==> config.mk <==
export PLATFORM = sky130hd
export DESIGN_NAME = tap_tempo_estimator_flat
export DESIGN_NICKNAME = d
export VERILOG_FILES = /design/src/hdl/tte_pkg.sv /design/src/hdl/tte_if.sv /design/src/hdl/tte_div.sv /design/src/hdl/tap_tempo_estimator.sv /design/src/flat_wrapper.sv
export SDC_FILE = /design/constraint.sdc
export NUM_CORES = 1
export LEC_CHECK = 0
export BUFFER_PORTS_ARGS = -buffer_cell sky130_fd_sc_hd__buf_2
export CAP_MARGIN = 20
export CORE_UTILIZATION = 45
export CTS_BUF_LIST = sky130_fd_sc_hd__clkbuf_8
export CTS_CLUSTER_DIAMETER = 200
export DETAILED_ROUTE_END_ITERATION = 6
export SYNTH_ARGS = -nofsm -noshare
export SYNTH_HDL_FRONTEND = slang
export SYNTH_HIERARCHICAL = 1
export SYNTH_SLANG_ARGS = --single-unit
==> constraint.sdc <==
create_clock -name clock -period 17.3 [get_ports clock]
set_input_delay 1.73 -clock clock [delete_from_list [all_inputs] [get_ports clock]]
set_output_delay 1.73 -clock clock [all_outputs]
set_load 0.1 [all_outputs]
==> src/hdl/tte_pkg.sv <==
package tte_pkg;

   // Field widths
   localparam int TEMPO_W = 12;
   localparam int TIME_W = 32;
   localparam int GAP_W = 16;
   localparam int CSR_INDEX_W = 2;
   localparam int CSR_DATA_W = 16;

   // Default tap history depth
   localparam int TAP_WINDOW_DEFAULT = 6;

   // Beats per minute in tenths from milliseconds
   localparam int TEMPO_NUMERATOR = 600000;

   // Reset values
   localparam logic [TEMPO_W-1:0] RESET_TEMPO = TEMPO_W'(1200);
   localparam logic [TEMPO_W-1:0] RESET_MIN_TEMPO = TEMPO_W'(400);
   localparam logic [TEMPO_W-1:0] RESET_MAX_TEMPO = TEMPO_W'(2400);
   localparam logic [GAP_W-1:0] RESET_GAP_MS = GAP_W'(2000);

   // Command codes
   typedef enum logic {
      CMD_TAP = 1'b0,
      CMD_SET_TEMPO = 1'b1
   } command_type;

   // Register indexes
   typedef enum logic [CSR_INDEX_W-1:0] {
      REG_MIN_TEMPO = 2'd0,
      REG_MAX_TEMPO = 2'd1,
      REG_RESET_GAP = 2'd2
   } reg_index_type;

endpackage

==> src/hdl/tte_if.sv <==
interface tte_req_if import tte_pkg::*; ();
   logic valid;
   logic ready;
   logic command;
   logic [TIME_W-1:0] tap_time_ms;
   logic [TEMPO_W-1:0] typed_tempo_tenths;

   modport source (output valid, command, tap_time_ms, typed_tempo_tenths, input ready);
   modport sink (input valid, command, tap_time_ms, typed_tempo_tenths, output ready);
endinterface

interface tte_rsp_if import tte_pkg::*; ();
   logic valid;
   logic ready;
   logic [TEMPO_W-1:0] tempo_tenths;
   logic tempo_updated;

   modport source (output valid, tempo_tenths, tempo_updated, input ready);
   modport sink (input valid, tempo_tenths, tempo_updated, output ready);
endinterface

==> src/hdl/tte_div.sv <==
module tte_div import tte_pkg::*; #(
   parameter int DIVIDEND_W = 22
) (
   input  logic                  clock,
   input  logic                  reset,
   input  logic                  start,
   input  logic [DIVIDEND_W-1:0] dividend,
   input  logic [TIME_W-1:0]     divisor,
   output logic                  done,
   output logic [DIVIDEND_W-1:0] quotient
);

   localparam int CNT_W = $clog2(DIVIDEND_W + 1);

   logic                  busy_ff, busy_in;
   logic                  done_ff, done_in;
   logic [CNT_W-1:0]      cnt_ff, cnt_in;
   logic [TIME_W-1:0]     rem_ff, rem_in;
   logic [DIVIDEND_W-1:0] quo_ff, quo_in;
   logic [TIME_W-1:0]     dsor_ff, dsor_in;
   logic [TIME_W:0]       trial;
   logic [TIME_W:0]       diff;
   logic                  fits;

   // Restoring divide: one quotient bit per cycle
   always_comb begin
      trial = {rem_ff, quo_ff[DIVIDEND_W-1]};
      diff = trial - {1'b0, dsor_ff};
      fits = (trial >= {1'b0, dsor_ff});

      busy_in = busy_ff;
      done_in = 1'b0;
      cnt_in = cnt_ff;
      rem_in = rem_ff;
      quo_in = quo_ff;
      dsor_in = dsor_ff;

      if (start) begin
         busy_in = 1'b1;
         cnt_in = CNT_W'(DIVIDEND_W);
         rem_in = '0;
         quo_in = dividend;
         dsor_in = divisor;
      end else if (busy_ff) begin
         rem_in = fits ? diff[TIME_W-1:0] : trial[TIME_W-1:0];
         quo_in = {quo_ff[DIVIDEND_W-2:0], fits};
         cnt_in = cnt_ff - CNT_W'(1);
         if (cnt_ff == CNT_W'(1)) begin
            busy_in = 1'b0;
            done_in = 1'b1;
         end
      end
   end

   always_ff @(posedge clock) begin
      if (reset) begin
         busy_ff <= 1'b0;
         done_ff <= 1'b0;
         cnt_ff <= '0;
      end else begin
         busy_ff <= busy_in;
         done_ff <= done_in;
         cnt_ff <= cnt_in;
      end
      rem_ff <= rem_in;
      quo_ff <= quo_in;
      dsor_ff <= dsor_in;
   end

   assign done = done_ff;
   assign quotient = quo_ff;

endmodule

==> src/hdl/tap_tempo_estimator.sv <==
// Channel  Direction  Payload
// req_     in         command, tap_time_ms, typed_tempo_tenths
// rsp_     out        tempo_tenths, tempo_updated
// csr_     in         csr_index, csr_wdata under csr_we
//
// A tap that yields a new tempo goes from S_IDLE to S_DIV, where the
// bit-serial divider forms the tempo, and then to S_EMIT, which loads
// the response register; the next transaction is taken once the
// sequencer is back in S_IDLE. A typed tempo or a tap without a division
// goes from S_IDLE straight to S_EMIT.
// Reset is synchronous; the tap history holds no reset value and is read
// only below the tap count. One transaction is in flight at a time; a held
// result blocks completion of the next one until rsp_chan.ready.
module tap_tempo_estimator import tte_pkg::*; #(
   parameter int TAP_WINDOW = TAP_WINDOW_DEFAULT
) (
   input  logic                   clock,
   input  logic                   reset,
   tte_req_if.sink                req_chan,
   tte_rsp_if.source              rsp_chan,
   input  logic                   csr_we,
   input  logic [CSR_INDEX_W-1:0] csr_index,
   input  logic [CSR_DATA_W-1:0]  csr_wdata
);

   localparam int CNT_W = $clog2(TAP_WINDOW + 1);
   localparam int IDX_W = $clog2(TAP_WINDOW);
   localparam int DIVIDEND_W = $clog2(TEMPO_NUMERATOR * (TAP_WINDOW - 1) + 1);
   localparam logic [DIVIDEND_W-1:0] NUMERATOR = DIVIDEND_W'(TEMPO_NUMERATOR);

   typedef enum logic [1:0] {
      S_IDLE,
      S_DIV,
      S_EMIT
   } state_type;

   state_type             state_ff, state_in;
   logic [TIME_W-1:0]     hist_ff [TAP_WINDOW];
   logic [TIME_W-1:0]     hist_in [TAP_WINDOW];
   logic [TIME_W-1:0]     last_ff, last_in;
   logic [CNT_W-1:0]      count_ff, count_in;
   logic [TEMPO_W-1:0]    tempo_ff, tempo_in;
   logic                  upd_ff, upd_in;
   logic [TEMPO_W-1:0]    min_ff, min_in;
   logic [TEMPO_W-1:0]    max_ff, max_in;
   logic [GAP_W-1:0]      gap_ff, gap_in;
   logic                  rsp_valid_ff, rsp_valid_in;
   logic [TEMPO_W-1:0]    rsp_tempo_ff, rsp_tempo_in;
   logic                  rsp_upd_ff, rsp_upd_in;

   logic                  accept;
   logic [TIME_W-1:0]     gap_c;
   logic [CNT_W-1:0]      count_eff;
   logic                  full_c;
   logic [CNT_W-1:0]      new_n;
   logic [TIME_W-1:0]     oldest;
   logic [TIME_W-1:0]     span;
   logic                  do_div;
   logic [DIVIDEND_W-1:0] dividend;
   logic                  div_start;
   logic                  div_done;
   logic [DIVIDEND_W-1:0] div_quo;

   function automatic logic [TEMPO_W-1:0] clamp_tempo(
      input logic [DIVIDEND_W-1:0] v,
      input logic [TEMPO_W-1:0] lo,
      input logic [TEMPO_W-1:0] hi
   );
      logic [TEMPO_W-1:0] r;
      if (v < DIVIDEND_W'(lo)) begin
         r = lo;
      end else if (v > DIVIDEND_W'(hi)) begin
         r = hi;
      end else begin
         r = v[TEMPO_W-1:0];
      end
      return r;
   endfunction

   assign accept = req_chan.valid && req_chan.ready;
   assign req_chan.ready = (state_ff == S_IDLE);

   // Tap bookkeeping: gap check, window fill, span to the oldest tap
   always_comb begin
      gap_c = req_chan.tap_time_ms - last_ff;
      count_eff = ((count_ff != '0) && (gap_c > TIME_W'(gap_ff))) ? '0 : count_ff;
      full_c = (count_eff == CNT_W'(TAP_WINDOW));
      new_n = full_c ? count_eff : count_eff + CNT_W'(1);
      if (full_c) begin
         oldest = hist_ff[1];
      end else if (count_eff == '0) begin
         oldest = req_chan.tap_time_ms;
      end else begin
         oldest = hist_ff[0];
      end
      span = req_chan.tap_time_ms - oldest;
      do_div = (new_n >= CNT_W'(2)) && (span != '0);
      dividend = NUMERATOR * DIVIDEND_W'(new_n - CNT_W'(1));
   end

   assign div_start = accept && (req_chan.command == CMD_TAP) && do_div;

   tte_div #(
      .DIVIDEND_W (DIVIDEND_W)
   ) u_div (
      .clock    (clock),
      .reset    (reset),
      .start    (div_start),
      .dividend (dividend),
      .divisor  (span),
      .done     (div_done),
      .quotient (div_quo)
   );

   // Sequencer and register updates
   always_comb begin
      state_in = state_ff;
      hist_in = hist_ff;
      last_in = last_ff;
      count_in = count_ff;
      tempo_in = tempo_ff;
      upd_in = upd_ff;
      min_in = min_ff;
      max_in = max_ff;
      gap_in = gap_ff;
      rsp_valid_in = rsp_valid_ff && !rsp_chan.ready;
      rsp_tempo_in = rsp_tempo_ff;
      rsp_upd_in = rsp_upd_ff;

      // Take register writes
      if (csr_we) begin
         unique case (csr_index)
            REG_MIN_TEMPO: min_in = csr_wdata[TEMPO_W-1:0];
            REG_MAX_TEMPO: max_in = csr_wdata[TEMPO_W-1:0];
            REG_RESET_GAP: gap_in = csr_wdata[GAP_W-1:0];
            default: ;
         endcase
      end

      unique case (state_ff)
         S_IDLE: begin
            if (accept) begin
               state_in = S_EMIT;
               if (req_chan.command == CMD_SET_TEMPO) begin
                  tempo_in = clamp_tempo(DIVIDEND_W'(req_chan.typed_tempo_tenths),
                                         min_ff, max_ff);
                  count_in = '0;
                  upd_in = 1'b1;
               end else begin
                  // Append the tap, shifting out the oldest when full
                  if (full_c) begin
                     for (int i = 0; i < TAP_WINDOW - 1; i++) begin
                        hist_in[i] = hist_ff[i+1];
                     end
                     hist_in[TAP_WINDOW-1] = req_chan.tap_time_ms;
                  end else begin
                     hist_in[count_eff[IDX_W-1:0]] = req_chan.tap_time_ms;
                  end
                  last_in = req_chan.tap_time_ms;
                  count_in = new_n;
                  upd_in = do_div;
                  if (do_div) begin
                     state_in = S_DIV;
                  end
               end
            end
         end
         S_DIV: begin
            if (div_done) begin
               tempo_in = clamp_tempo(div_quo, min_ff, max_ff);
               state_in = S_EMIT;
            end
         end
         S_EMIT: begin
            // Load the output register once it is free
            if (!rsp_valid_ff || rsp_chan.ready) begin
               rsp_valid_in = 1'b1;
               rsp_tempo_in = tempo_ff;
               rsp_upd_in = upd_ff;
               state_in = S_IDLE;
            end
         end
         default: state_in = S_IDLE;
      endcase
   end

   always_ff @(posedge clock) begin
      if (reset) begin
         state_ff <= S_IDLE;
         count_ff <= '0;
         tempo_ff <= RESET_TEMPO;
         upd_ff <= 1'b0;
         min_ff <= RESET_MIN_TEMPO;
         max_ff <= RESET_MAX_TEMPO;
         gap_ff <= RESET_GAP_MS;
         rsp_valid_ff <= 1'b0;
      end else begin
         state_ff <= state_in;
         count_ff <= count_in;
         tempo_ff <= tempo_in;
         upd_ff <= upd_in;
         min_ff <= min_in;
         max_ff <= max_in;
         gap_ff <= gap_in;
         rsp_valid_ff <= rsp_valid_in;
      end
      hist_ff <= hist_in;
      last_ff <= last_in;
      rsp_tempo_ff <= rsp_tempo_in;
      rsp_upd_ff <= rsp_upd_in;
   end

   assign rsp_chan.valid = rsp_valid_ff;
   assign rsp_chan.tempo_tenths = rsp_tempo_ff;
   assign rsp_chan.tempo_updated = rsp_upd_ff;

endmodule
==> src/flat_wrapper.sv <==
// flat-port wrapper written by rule: the top's interface ports become plain ports
module tap_tempo_estimator_flat import tte_pkg::*;
#(
   parameter int TAP_WINDOW = TAP_WINDOW_DEFAULT
)
  (clock, reset, csr_we, csr_index, csr_wdata, req_chan_valid, req_chan_command, req_chan_tap_time_ms, req_chan_typed_tempo_tenths, req_chan_ready, rsp_chan_valid, rsp_chan_tempo_tenths, rsp_chan_tempo_updated, rsp_chan_ready);
  tte_req_if req_chan_i ();
  tte_rsp_if rsp_chan_i ();
  input  logic clock;
  input  logic reset;
  input  logic csr_we;
  input  logic [CSR_INDEX_W-1:0] csr_index;
  input  logic [CSR_DATA_W-1:0] csr_wdata;
  input wire logic [$bits(req_chan_i.valid)-1:0] req_chan_valid;
  input wire logic [$bits(req_chan_i.command)-1:0] req_chan_command;
  input wire logic [$bits(req_chan_i.tap_time_ms)-1:0] req_chan_tap_time_ms;
  input wire logic [$bits(req_chan_i.typed_tempo_tenths)-1:0] req_chan_typed_tempo_tenths;
  output wire logic [$bits(req_chan_i.ready)-1:0] req_chan_ready;
  output wire logic [$bits(rsp_chan_i.valid)-1:0] rsp_chan_valid;
  output wire logic [$bits(rsp_chan_i.tempo_tenths)-1:0] rsp_chan_tempo_tenths;
  output wire logic [$bits(rsp_chan_i.tempo_updated)-1:0] rsp_chan_tempo_updated;
  input wire logic [$bits(rsp_chan_i.ready)-1:0] rsp_chan_ready;
  assign req_chan_i.valid = req_chan_valid;
  assign req_chan_i.command = req_chan_command;
  assign req_chan_i.tap_time_ms = req_chan_tap_time_ms;
  assign req_chan_i.typed_tempo_tenths = req_chan_typed_tempo_tenths;
  assign req_chan_ready = req_chan_i.ready;
  assign rsp_chan_valid = rsp_chan_i.valid;
  assign rsp_chan_tempo_tenths = rsp_chan_i.tempo_tenths;
  assign rsp_chan_tempo_updated = rsp_chan_i.tempo_updated;
  assign rsp_chan_i.ready = rsp_chan_ready;
  tap_tempo_estimator #(.TAP_WINDOW(TAP_WINDOW)) u_core (.clock(clock), .reset(reset), .req_chan(req_chan_i), .rsp_chan(rsp_chan_i), .csr_we(csr_we), .csr_index(csr_index), .csr_wdata(csr_wdata));
endmodule
Yosys cells after proc, flatten, opt, wreduce, memory -nomap -nowiden
Index checks and enable logic that the tools add are counted.
{"block": "totals", "ff_bits": 389, "latch_bits": 0, "mem_bits_rw": 0, "rom_bits": 0, "out_inout_bits": 15, "mem_count": 0}
{"block": "classes", "addsub": 6, "mul": 1, "n_div": 0, "n_lt_le_gt_ge": 9, "eq_ne": 10, "shift": 0, "mux": 35, "n_bitwise": 3, "n_reduce_logical": 27}
{"operator": "bitwise mux 192 bit", "count": 1}
{"operator": "two-way mux 192 bit", "count": 1}
{"operator": "two-way mux 32 bit", "count": 4}
{"operator": "demux 32 bit (select 3 bit)", "count": 1}
{"operator": "subtractor 32 bit", "count": 3}
{"operator": "two-way mux 12 bit", "count": 7}
{"operator": "two-way mux 22 bit", "count": 2}
{"operator": ">= comparator 33 x 32 -> 1 bit", "count": 1}
{"operator": "> comparator 32 x 16 -> 1 bit", "count": 1}
{"operator": "nonzero test 32 bit", "count": 1}
{"operator": "one-hot mux 12 bit (2 select lines)", "count": 1}
{"operator": "> comparator 22 x 12 -> 1 bit", "count": 1}
{"operator": "less-than comparator 22 x 12 -> 1 bit", "count": 1}
{"operator": "multiplier 14 x 22 -> 16 bit (first input constant)", "count": 1}
{"operator": "> comparator 12 bit", "count": 1}
{"operator": "less-than comparator 12 bit", "count": 1}
{"operator": "two-way mux 2 bit", "count": 5}
{"operator": "two-way mux 5 bit", "count": 2}
{"operator": "AND reduction 2 bit", "count": 5}
{"operator": "two-way mux 3 bit", "count": 3}
{"operator": "logical AND 1 bit", "count": 7}
{"operator": "two-way mux 1 bit", "count": 7}
{"operator": "!= test 2 bit (second input constant)", "count": 3}
{"operator": "one-hot mux 2 bit (3 select lines)", "count": 1}
{"operator": "23 further kinds", "count": 30}

Longest topological paths before layout
Gate-level depths: netlist (run 1).
{"block": "logic_depth", "word_depth": 14, "ltp_mapped": 51, "mapped_depth_nobuf": 48}

By module
The synthesis (run 1) kept the hierarchy.
{"mod": "tap_tempo_estimator", "n_inst": 1, "cells_per_inst": 1870, "area_each_um2": 18999.5, "seq_area_each_um2": 8298.0}
{"mod": "tte_div", "n_inst": 1, "cells_per_inst": 565, "area_each_um2": 5437.7, "seq_area_each_um2": 2402.3}

Worst setup path after synthesis (run 1)
OpenSTA, ideal clock, no wires.
{"block": "synth_path", "path_kind": "input to register", "start": "input port req_chan_tap_time_ms[0]", "end": "register u_core.u_div.quo_ff[0], in the netlist u_core/u_div/quotient[0] (enable)", "setup_time_ps": 377, "arrival_time_ps": 13354, "required_time_ps": 16923, "path_slack_ps": 3569, "cell_stages": 49, "path_buffers": 5, "path_cell_list": "inv_1 ha_1 fa_1 nor2b_1 o211ai_1 a21oi_1 o21a_1 o21ai_0 nand2b_1 a21oi_1 xnor2_1 ha_1 nand4_1 nor4_1 a21boi_0 o41ai_1 o211ai_1 a21oi_1 (+13 left out) inv_1 fa_1 a21o_1 a21oi_1 o21ai_1 a21o_1 a31oi_1 o21ai_1 a211oi_1 xnor2_1 a2111oi_0 nand3_1 nor4_4 nor4_1 clkbuf_1 nor2_1 clkbuf_1 inv_1"}
{"block": "synth_between", "elab_chain_len": 11}
{"item": "start, declared", "line": "flat_wrapper.sv:16", "text": "input wire logic [$bits(req_chan_i.tap_time_ms)-1:0] req_chan_tap_time_ms;"}
{"item": "subtractor 32 bit", "line": "tap_tempo_estimator.sv:85", "text": "gap_c = req_chan.tap_time_ms - last_ff;"}
{"item": "> comparator 32 x 16 -> 1 bit", "line": "tap_tempo_estimator.sv:86", "text": "count_eff = ((count_ff != '0) && (gap_c > TIME_W'(gap_ff))) ? '0 : count_ff;"}
{"item": "logical AND 1 bit", "line": "tap_tempo_estimator.sv:86"}
{"item": "two-way mux 3 bit", "line": "tap_tempo_estimator.sv:86"}
{"item": "logical NOT 3 bit", "line": "tap_tempo_estimator.sv:91", "text": "end else if (count_eff == '0) begin"}
{"item": "two-way mux 32 bit", "line": "tap_tempo_estimator.sv:91"}
{"item": "two-way mux 32 bit", "line": "tap_tempo_estimator.sv:89", "text": "if (full_c) begin"}
{"item": "subtractor 32 bit *", "line": "tap_tempo_estimator.sv:96", "text": "span = req_chan.tap_time_ms - oldest;"}
{"item": "via u_core.span[26]", "line": "tap_tempo_estimator.sv:57", "text": "logic [TIME_W-1:0] span;"}
{"item": "nonzero test 32 bit *", "line": "tap_tempo_estimator.sv:97", "text": "do_div = (new_n >= CNT_W'(2)) && (span != '0);"}
{"item": "logical AND 1 bit *", "line": "tap_tempo_estimator.sv:97"}
{"item": "logical AND 1 bit *", "line": "tap_tempo_estimator.sv:101", "text": "assign div_start = accept && (req_chan.command == CMD_TAP) && do_div;"}
{"item": "via u_core.div_start", "line": "tap_tempo_estimator.sv:60", "text": "logic div_start;"}
{"item": "end signal, assigned", "line": "tte_div.sv:66", "text": "quo_ff <= quo_in;"}
{"item": "end, declared", "line": "tte_div.sv:19", "text": "logic [DIVIDEND_W-1:0] quo_ff, quo_in;"}
Mark *: on every way through the listed nets, which the timed path passes. The rest lies on a longest branch.
A chain may end at the register's enable or synchronous reset.

Worst setup path after layout (run 1)
{"block": "layout_path", "start": "input port req_chan_tap_time_ms[0]", "end": "register u_core.u_div.quo_ff[17], in the netlist u_core/u_div/quotient[17] (enable)"}
{"block": "layout_between", "elab_chain_len": 12}
{"item": "subtractor 32 bit", "line": "tap_tempo_estimator.sv:85"}
{"item": "> comparator 32 x 16 -> 1 bit", "line": "tap_tempo_estimator.sv:86"}
{"item": "logical AND 1 bit", "line": "tap_tempo_estimator.sv:86"}
{"item": "two-way mux 3 bit", "line": "tap_tempo_estimator.sv:86"}
{"item": "logical NOT 3 bit", "line": "tap_tempo_estimator.sv:91"}
{"item": "two-way mux 32 bit", "line": "tap_tempo_estimator.sv:91"}
{"item": "two-way mux 32 bit", "line": "tap_tempo_estimator.sv:89"}
{"item": "subtractor 32 bit", "line": "tap_tempo_estimator.sv:96"}
{"item": "nonzero test 32 bit", "line": "tap_tempo_estimator.sv:97"}
{"item": "logical AND 1 bit *", "line": "tap_tempo_estimator.sv:97"}
{"item": "logical AND 1 bit *", "line": "tap_tempo_estimator.sv:101"}
{"item": "via u_core.div_start", "line": "tap_tempo_estimator.sv:60"}
{"item": "nonzero test 2 bit (no source line) *"}
Marked as above.

==> impl_metrics.py, run 1 <==
metrics = {
    "clock_network": {
        "clock_latency_ns": 0.67,
        "cts_resized": 0,
        "cts-root-buf": "clkbuf_8",
        "cts_setup_buffers": 0,
        "htreeDepth": 3,
        "clock-sinks": 389,
        "cts_hold_buf": 0,
        "cts_buffers": 72,
        "path_clk_slew_ns": 0.05,
        "cts_tree": "done",
        "clockBufferDepth": 3,
    },
    "critical_path": {
        "cpPeakStageDelay_ns": 0.58,
        "cp-start-kind": "primary input",
        "ff2ff_path_depth": 45,
        "crit_slowest_cell": "a2111oi_0",
        "r2r_start": "u_core/last_ff[0]$_DFFE_PP_",
        "cp_data_arrival_time_ns": 12.88,
        "critical_path_class": "primary input to register",
        "rr_endpoint": "u_core/u_div/quotient[17]$_DFFE_PP_",
        "cp.required_ns": 17.55,
        "end_kind": "register",
        "cp_max_fo": 198,
        "ff2ff_setup_slack_ns": 5.66,
    },
    "synth": {
        "syn_area_sq_um": 24440,
        "yosysWarnings": 6,
        "ys.flop_type": "edfxtp_1",
        "avgSynthCellArea_sq_um": 10.04,
        "yosysUniqueCellTypes": 102,
        "synth-seq-cells": 389,
        "synth_edf_count": 291,
        "async_flop_share": 0,
        "synth_cells": 2435,
        "ys_seq_area_frac": 0.4379,
    },
    "min_path": {
        "min_delay_worst_endpoint": "u_core/rsp_chan.tempo_tenths[3]$_DFFE_PP_",
        "hold_start": "u_core/tempo_ff[3]$_SDFFE_PP0P_",
        "holdPathStages": 0,
        "hold_path_class": "register to register",
    },
    "sta": {
        "fin_crit_ns": 12.62,
        "hold_viol": 0,
        "fin_skew_ns": 0.03474,
        "fin_tns_setup_ns": 0,
        "rsz0062_at_grt": "no",
        "relSlewSlack": 0.3303,
        "timing.hold.ws_ns": 0.4273,
        "drv_slew": 0,
        "finalCritPeriodShare": 0.7298,
        "finalSetupViolCount": 0,
        "max_freq_ghz": 0.07921,
        "worstMarginPinSlew_ns": 1.005,
    },
    "final_layout": {
        "fillers": 4934,
        "utilization": 0.5018,
        "drive_gt1_frac": 0.1105,
        "stdcell_count": 3267,
        "syn2layout_area_growth_pct": 10.29,
        "fin_nets": 2783,
    },
    "floorplanning": {
        "initial_utilization": 0.4550,
        "die_y_um": 235.0,
        "pin_count": 83,
        "die_w_um": 235.0,
        "die_area_sq_um": 55240,
        "coreArea_sq_um": 53710,
        "rows": 85,
    },
    "global_route": {
        "grt_pass1_wl_um": 98210,
        "grt_max_degree": 199,
        "gr-total-overflow": 0,
        "grt.total_usage": 0.2242,
        "antenna_found_initial": 3,
        "grt_pass1_vias": 18150,
    },
    "power_and_ir_drop": {
        "p_leak_nw": 10.90,
        "ir_drop_uv": 82.63,
        "p_total_mw": 2.198,
        "p_per_area_nw_per_um2": 81.55,
    },
    "detailed_routing": {
        "drc": 0,
        "via_count": 18620,
        "routedWlPerCell_um": 19.01,
        "drt_iter0_markers": 1253,
        "drt_first_pass_iters": 5,
        "vias_per_cell": 5.699,
        "ant_nets": 0,
        "routed_wl_um": 62090,
    },
    "placement": {
        "placed_cells": 3139,
        "gp_congestion": 0.9352,
        "io_buffers": 82,
        "dp_hpwl_um": 45100,
    },
    "run": {
        "cap_viol_max_count": 0,
    },
    "outcome": {
        "status": "complete, no violations",
    },
}
## layout by cell type, fill, tap and decap left out, types with 47 or more instances in the layout
cell type / count
nor2_1: 164
clkbuf_8: 76
a211oi_1: 47
xnor2_1: 58
buf_2: 82
a21oi_1: 162
a22o_1: 131
o21ai_0: 78
o21a_1: 57
mux2i_1: 65
ha_1: 187
a21o_1: 63
dfxtp_1: 98
edfxtp_1: 291
nand2_1: 275
inv_1: 171
## cell usage after synthesis, types with 20 or more instances
library cell	instances	area share
a211o_1	20	0.0072
a211oi_1	47	0.014
a21o_1	63	0.019
a21oi_1	162	0.033
a22o_1	131	0.047
and2_1	40	0.010
buf_2	38	0.0078
clkbuf_1	56	0.0086
dfxtp_1	98	0.080
edfxtp_1	291	0.36
ha_1	187	0.096
inv_1	151	0.023
mux2_2	28	0.013
mux2i_1	65	0.027
nand2_1	275	0.042
nand2b_1	25	0.0064
nand3_1	23	0.0047
nand4_1	32	0.0082
nor2_1	165	0.025
nor2b_1	22	0.0056
nor3_1	29	0.0059
o211ai_1	20	0.0061
o21a_1	57	0.018
o21ai_0	78	0.016
xnor2_1	58	0.021
xor2_1	29	0.010
## cells by family after synthesis
group,Yosys count,share of synthesized area
compound gates,704,0.2029
simple gates,699,0.1387
flops,389,0.4379
buf+inv,265,0.04572
fa+ha+maj,197,0.1039
mux,93,0.03953
xor+xnor,87,0.03118
other cells,1,0.0001535
## power breakdown
group | internal (mW) | total, mW | switching [mW] | leakage (nW)
clock | 0.474 | 0.885 | 0.411 | 0.804
combinational | 0.102 | 0.289 | 0.187 | 6.62
sequential | 1.02 | 1.02 | 0.00797 | 3.48
total | 1.59 | 2.20 | 0.607 | 10.9
## worst max path at each step
stage                                        from                                  end  slack (ns)
after floorplan           req_chan_tap_time_ms[0]   u_core/u_div/quotient[0]$_DFFE_PP_        3.57
after global placement    req_chan_tap_time_ms[0]  u_core/u_div/quotient[21]$_DFFE_PP_        4.23
after detailed placement  req_chan_tap_time_ms[0]  u_core/u_div/quotient[20]$_DFFE_PP_        3.97
after CTS                 req_chan_tap_time_ms[0]  u_core/u_div/quotient[17]$_DFFE_PP_        4.68
after global routing      req_chan_tap_time_ms[0]  u_core/u_div/quotient[17]$_DFFE_PP_        3.54
final                     req_chan_tap_time_ms[0]  u_core/u_div/quotient[17]$_DFFE_PP_        4.68
## critical path: cells and delay by family
kind | cells | cell delay (ns)
xor+xnor | 1 | 0.17
simple gates | 14 | 2.51
fa+ha+maj | 6 | 1.81
buf+inv | 9 | 2.33
compound gates | 17 | 4.12
## per-stage QoR
step | worst slack [ns] | cell area (sq um)
final | 4.675 | 26950
after floorplan | 3.569 | 24460
after global placement | 4.234 | 25510
after global routing | 3.540 | 26950
after detailed placement | 3.965 | 25510
after CTS | 4.685 | 26940
## metal layers
metal  vias up  part of all wire  GRT usage  wire (um)
li1       9198                 -          -          -
met1      8860              0.47     0.3029      29000
met2       456              0.45     0.3563      28080
met3       103             0.048    0.03583       3005
met4         2             0.032    0.09569       1992
met5         -           0.00029          0         18
## state kept, by name, summed over array words and instances, names as in the netlist
signal,count
u_core/max_ff,12
u_core/u_div/done,1
u_core/u_div/cnt_ff,5
u_core/last_ff,32
u_core/u_div/dsor_ff,32
u_core/u_div/busy_ff,1
u_core/upd_ff,1
u_core/min_ff,12
u_core/u_div/rem_ff,32
u_core/u_div/quotient,22
u_core/rsp_chan.tempo_tenths,12
u_core/tempo_ff,12
u_core/rsp_chan.tempo_updated,1
u_core/gap_ff,16
u_core/state_ff,2
u_core/count_ff,3
u_core/rsp_chan.valid,1
u_core/hist_ff,192
## final cells by class
cell class | instances | area [sq um] | area share
inverters | 156 | 585.6 | 0.02173
clock inverters | 49 | 381.6 | 0.01416
repair buffers | 113 | 655.6 | 0.02433
diodes | 2 | 5.005 | 0.0001857
clock buffers | 76 | 1046 | 0.03881
well taps | 696 | 870.8 | 0.03231
flip-flops and latches | 389 | 10700 | 0.3970
multi-input cells | 1786 | 12710 | 0.4714
Note: power is estimated with default switching activity, not from simulation.
==> run 2, diff against run 1 <==
==> constraint.sdc (replaced) <==
create_clock -name clock -period 11.45 [get_ports clock]
set_input_delay 1.145 -clock clock [delete_from_list [all_inputs] [get_ports clock]]
set_output_delay 1.145 -clock clock [all_outputs]
set_load 0.1 [all_outputs]
==> run 2 against run 1 <==
Against the previous run: total power up 47%; flip-flop and latch count unchanged; clock-buffer cell count down 4; worst hold slack better by 0.0048 ns; final area up 0.73%; combinational power up 54%; critical path type unchanged; critical endpoint is now u_core/u_div/quotient[1]$_DFFE_PP_; largest cell class unchanged.
==> impl_metrics.py, run 2 (same netlist as run 1, synthesis figures left out) <==
metrics = {
    "outcome": {
        "status": "complete, no violations",
    },
    "placement": {
        "dpl_cell_area_sq_um": 25750,
        "gp_congestion": 0.8972,
        "io_buffers": 82,
        "dp_hpwl_um": 48680,
    },
    "sta": {
        "fin_skew_ns": 0.03913,
        "rsz0062_at_grt": "no",
        "hold_viol": 0,
        "relSlewSlack": 0.2240,
        "drv_slew": 0,
        "fin_crit_ns": 10.85,
        "finalCritPeriodShare": 0.9473,
        "max_freq_ghz": 0.09220,
        "finalSetupViolCount": 0,
        "worstMarginPinSlew_ns": 1.164,
    },
    "final_layout": {
        "syn2layout_area_growth_pct": 11.09,
        "final_common_cell": "edfxtp_1",
        "fin_nets": 2817,
        "final_cell_mix": "291 x edfxtp_1, 275 x nand2_1, 187 x ha_1, 167 x inv_1, 163 x nor2_1",
        "top_register": "u_core/hist_ff",
        "largest_reg_flops": 192,
        "stdcell_area_sq_um": 27150,
        "drive_gt1_frac": 0.1213,
    },
    "critical_path": {
        "crit_top_cell": "ha_1",
        "crit_slowest_cell": "or4_1",
        "cpPeakStageDelay_ns": 0.67,
        "critical_path_class": "primary input to register",
        "cp_max_fo": 45,
        "end_kind": "register",
        "cp-start-kind": "primary input",
        "cp.required_ns": 11.85,
        "cp_data_arrival_time_ns": 11.24,
    },
    "detailed_routing": {
        "routedWlPerCell_um": 19.87,
        "drt_iter0_markers": 1472,
        "drt_first_pass_iters": 5,
        "vias_per_cell": 5.729,
        "ant_nets": 0,
        "drc": 0,
        "via_count": 18920,
        "routed_wl_um": 65620,
    },
    "global_route": {
        "grt_pass1_wl_um": 102800,
        "grt_max_degree": 84,
        "grt_pass1_vias": 18180,
        "grt.total_usage": 0.2356,
        "antenna_found_initial": 1,
        "gr-total-overflow": 0,
    },
    "floorplanning": {
        "pin_count": 83,
        "initial_utilization": 0.4550,
        "die_w_um": 235.0,
        "coreArea_sq_um": 53710,
        "die_area_sq_um": 55240,
        "rows": 85,
        "die_y_um": 235.0,
    },
    "clock_network": {
        "clock-sinks": 389,
        "cts_tree": "done",
        "path_clk_slew_ns": 0.07,
        "cts_buffers": 70,
        "clockBufferDepth": 3,
        "cts-root-buf": "clkbuf_8",
        "htreeDepth": 3,
        "clock_latency_ns": 0.65,
    },
    "power_and_ir_drop": {
        "p_leak_nw": 10.99,
        "ir_drop_uv": 107.0,
        "p_total_mw": 3.235,
        "p_per_area_nw_per_um2": 119.2,
    },
    "min_path": {
        "hold_path_class": "register to register",
    },
    "run": {
        "cap_viol_max_count": 0,
    },
}
[run 2: power by group]
part           switching (mW)  total [mW]  internal, mW  leakage, nW
registers              0.0118        1.55          1.53         3.48
logic                   0.287       0.445         0.159         6.79
clock network           0.606        1.24         0.636        0.724
total                   0.905        3.23          2.33         11.0
[run 2: final timing paths]
| check | cells after the start | start | to | slack [ns] |
|---|---|---|---|---|
| worst max-delay path | 42 | req_chan_tap_time_ms[0] | u_core/u_div/quotient[1]$_DFFE_PP_ | 0.60 |
| worst min-delay path | 0 | u_core/tempo_ff[2]$_SDFFE_PP0P_ | u_core/rsp_chan.tempo_tenths[2]$_DFFE_PP_ | 0.43 |
| worst max register to register | 40 | u_core/last_ff[0]$_DFFE_PP_ | u_core/u_div/quotient[1]$_DFFE_PP_ | 1.00 |
| worst min register to register | 0 | u_core/tempo_ff[2]$_SDFFE_PP0P_ | u_core/rsp_chan.tempo_tenths[2]$_DFFE_PP_ | 0.43 |
[run 2: what timing repair did]
item                       4_1_cts  5_1_grt
hold buffers                     0        0
setup buffers                    0        3
setup endpoints to repair        0      100
gates resized for setup          0       11
[run 2: cell type report]
class,instances,area (sq um)
Antenna cell,1,2.502
Clock buffer,72,991.0
Clock inverter,53,306.5
Fill cell,4866,26560
Inverter,156,589.3
Multi-Input combinational cell,1786,12720
Sequential cell,389,10700
Tap cell,696,870.8
Timing Repair Buffer,147,947.2
Timing Repair inverter,2,15.01
[run 2: per-layer routing]
metal,global-route usage,vias up,part of all wire
met1,0.3272,9086,0.47
li1,-,9258,-
met3,0.03195,84,0.042
met4,0.06958,0,0.020
met2,0.3821,489,0.47
met5,0,-,0
[run 2: worst max-delay path: cells and delay by family]
| family | cells | cell delay [ns] |
|---|---|---|
| simple gates | 18 | 4.17 |
| compound gates | 11 | 2.45 |
| fa+ha+maj | 5 | 1.49 |
| xor+xnor | 1 | 0.21 |
| mux | 1 | 0.38 |
| buf+inv | 6 | 1.32 |
[run 2: metrics by stage]
step                      setup TNS, ns  instances  utilization  hold slack [ns]  setup slack (ns)
after CTS                             0       3295       0.5036           0.4323            0.4967
final                                 0       3302       0.5055           0.4321            0.6040
after global placement                0       3170       0.4795           0.4161            0.1261
after floorplan                       0       2440            -           0.4086            0.4030
after detailed placement         -6.487       3170       0.4795           0.4155           -0.1796
after global routing                  0       3302       0.5055           0.4457         0.0002442
==> run 3, diff against run 2 <==
--- a/config.mk
+++ b/config.mk
@@ -7,7 +7,7 @@
 export LEC_CHECK = 0
 export BUFFER_PORTS_ARGS = -buffer_cell sky130_fd_sc_hd__buf_2
 export CAP_MARGIN = 20
-export CORE_UTILIZATION = 45
+export CORE_UTILIZATION = 25
 export CTS_BUF_LIST = sky130_fd_sc_hd__clkbuf_8
 export CTS_CLUSTER_DIAMETER = 200
 export DETAILED_ROUTE_END_ITERATION = 6
==> run 3 against run 2 <==
Against the previous run: non-clock buffer count shrank 5; utilization down 22 points; global-route usage is 10 points lower; largest power group unchanged.
==> impl_metrics.py, run 3 (same netlist as run 1, synthesis figures left out) <==
metrics = {
    "outcome": {
        "status": "complete, no violations",
    },
    "global_route": {
        "grt_pass1_wl_um": 102700,
        "antenna_found_initial": 2,
        "grt_max_degree": 92,
        "grt.total_usage": 0.1312,
        "grt_pass1_vias": 17890,
        "gr-total-overflow": 0,
    },
    "critical_path": {
        "crit_slowest_cell": "o41ai_1",
        "cp.required_ns": 11.85,
        "end_kind": "register",
        "cp_max_fo": 10,
        "cpPeakStageDelay_ns": 0.49,
        "cp_data_arrival_time_ns": 11.04,
        "crit_top_cell": "ha_1",
        "critical_path_class": "primary input to register",
        "cp-start-kind": "primary input",
    },
    "sta": {
        "finalSetupViolCount": 0,
        "fin_skew_ns": 0.03313,
        "fin_crit_ns": 10.64,
        "rsz0062_at_grt": "no",
        "finalCritPeriodShare": 0.9296,
        "hold_viol": 0,
        "worstMarginPinSlew_ns": 0.9729,
        "drv_slew": 0,
        "relSlewSlack": 0.3514,
        "fin_tns_setup_ns": 0,
        "max_freq_ghz": 0.09395,
        "setup_ws_ns": 0.8061,
    },
    "detailed_routing": {
        "highest_layer": "met4",
        "routedWlPerCell_um": 17.01,
        "wl_met1_um": 30550,
        "ant_nets": 0,
        "wl_met2_um": 31090,
        "wl_met3_um": 2838,
        "routed_wl_um": 65980,
        "drc": 0,
        "via_count": 18700,
        "vias_per_cell": 4.820,
        "drt_first_pass_iters": 5,
        "drt_iter0_markers": 1226,
    },
    "floorplanning": {
        "die_y_um": 314.6,
        "die_area_sq_um": 99000,
        "pin_count": 83,
        "die_w_um": 314.6,
        "rows": 114,
        "initial_utilization": 0.2527,
        "coreArea_sq_um": 96710,
    },
    "final_layout": {
        "final_cell_mix": "291 x edfxtp_1, 275 x nand2_1, 187 x ha_1, 164 x inv_1, 163 x nor2_1",
        "syn2layout_area_growth_pct": 14.05,
        "final_common_cell": "edfxtp_1",
        "top_register": "u_core/hist_ff",
        "stdcell_area_sq_um": 27870,
        "fillers": 10250,
        "fin_nets": 2812,
        "largest_reg_flops": 192,
        "drive_gt1_frac": 0.1214,
    },
    "power_and_ir_drop": {
        "ir_drop_uv": 88.16,
        "p_per_area_nw_per_um2": 118.4,
        "p_leak_nw": 11.00,
    },
    "placement": {
        "gp_congestion": 0.9296,
        "dpl_cell_area_sq_um": 26440,
        "io_buffers": 82,
        "dp_hpwl_um": 48540,
        "pre_cts_ws_ns": 0.01462,
    },
    "min_path": {
        "hold_path_class": "register to register",
    },
    "run": {
        "cap_viol_max_count": 0,
    },
    "clock_network": {
        "cts_tree": "done",
        "clock_latency_ns": 0.67,
        "htreeDepth": 3,
        "cts-root-buf": "clkbuf_8",
        "path_clk_slew_ns": 0.06,
        "cts_buffers": 71,
        "clockBufferDepth": 3,
        "clock-sinks": 389,
    },
}
run 3: cell types whose count changed in the layout (fill, tap and decap cells not counted), sizes merged:
cell	before	now
bufinv	2	3
clkinvlp	6	3
buf	147	142
clkinv	28	33
run 3: path summary, 6_finish.rpt:
| kind | startpoint | end | slack [ns] | depth (start not counted) |
|---|---|---|---|---|
| hold / removal | u_core/tempo_ff[5]$_SDFFE_PP1P_ | u_core/rsp_chan.tempo_tenths[5]$_DFFE_PP_ | 0.43 | 0 |
| setup reg to reg | u_core/last_ff[0]$_DFFE_PP_ | u_core/u_div/quotient[19]$_DFFE_PP_ | 1.16 | 48 |
| hold reg to reg | u_core/tempo_ff[5]$_SDFFE_PP1P_ | u_core/rsp_chan.tempo_tenths[5]$_DFFE_PP_ | 0.43 | 0 |
| setup / recovery | req_chan_tap_time_ms[0] | u_core/u_div/quotient[19]$_DFFE_PP_ | 0.81 | 50 |
run 3: timing repair:
| action | in CTS | in global routing |
|---|---|---|
| buffers inserted | 0 | 2 |
| setup endpoints to repair | 0 | 41 |
| hold buffers | 0 | 0 |
| gates resized for setup | 0 | 4 |
run 3: layer usage:
metal / global-route usage / vias to the layer above
met5: 0 / -
met4: 0.04303 / 0
met2: 0.2155 / 431
met3: 0.01779 / 84
li1: - / 9249
met1: 0.1770 / 8938
run 3: layout make-up:
class	instances	area [sq um]	area share
flip-flops and latches	389	10700	0.3839
diodes	1	2.502	0.00008978
clock buffers	72	991.0	0.03555
multi-input cells	1786	12720	0.4563
repair inverters	1	7.507	0.0002693
well taps	1276	1597	0.05728
inverters	156	589.3	0.02114
clock inverters	57	392.9	0.01410
repair buffers	142	873.3	0.03133
run 3: where the power goes:
| group | switching [mW] | internal, mW | total [mW] |
|---|---|---|---|
| logic | 0.286 | 0.158 | 0.444 |
| registers | 0.0121 | 1.53 | 1.55 |
| clock network | 0.637 | 0.674 | 1.31 |
run 3: critical path: cells and delay by family:
family | cells | cell delay [ns]
adders and majority gates | 10 | 3.53
muxes | 1 | 0.26
buffers and inverters | 8 | 0.97
AOI/OAI and AO/OA | 14 | 2.78
xor gates and xnor gates | 5 | 0.73
and+or+nand+nor | 12 | 1.62
run 3: through the flow:
step                cells  hold slack, ns    util  power, mW
floorplan            2440          0.4086       -      1.873
global placement     3745          0.4155  0.2734      2.013
detailed placement   3745          0.4186  0.2734      2.017
CTS                  3874          0.4289  0.2877      3.344
global route         3880          0.4397  0.2882      3.449
finish               3880          0.4277  0.2882      3.301
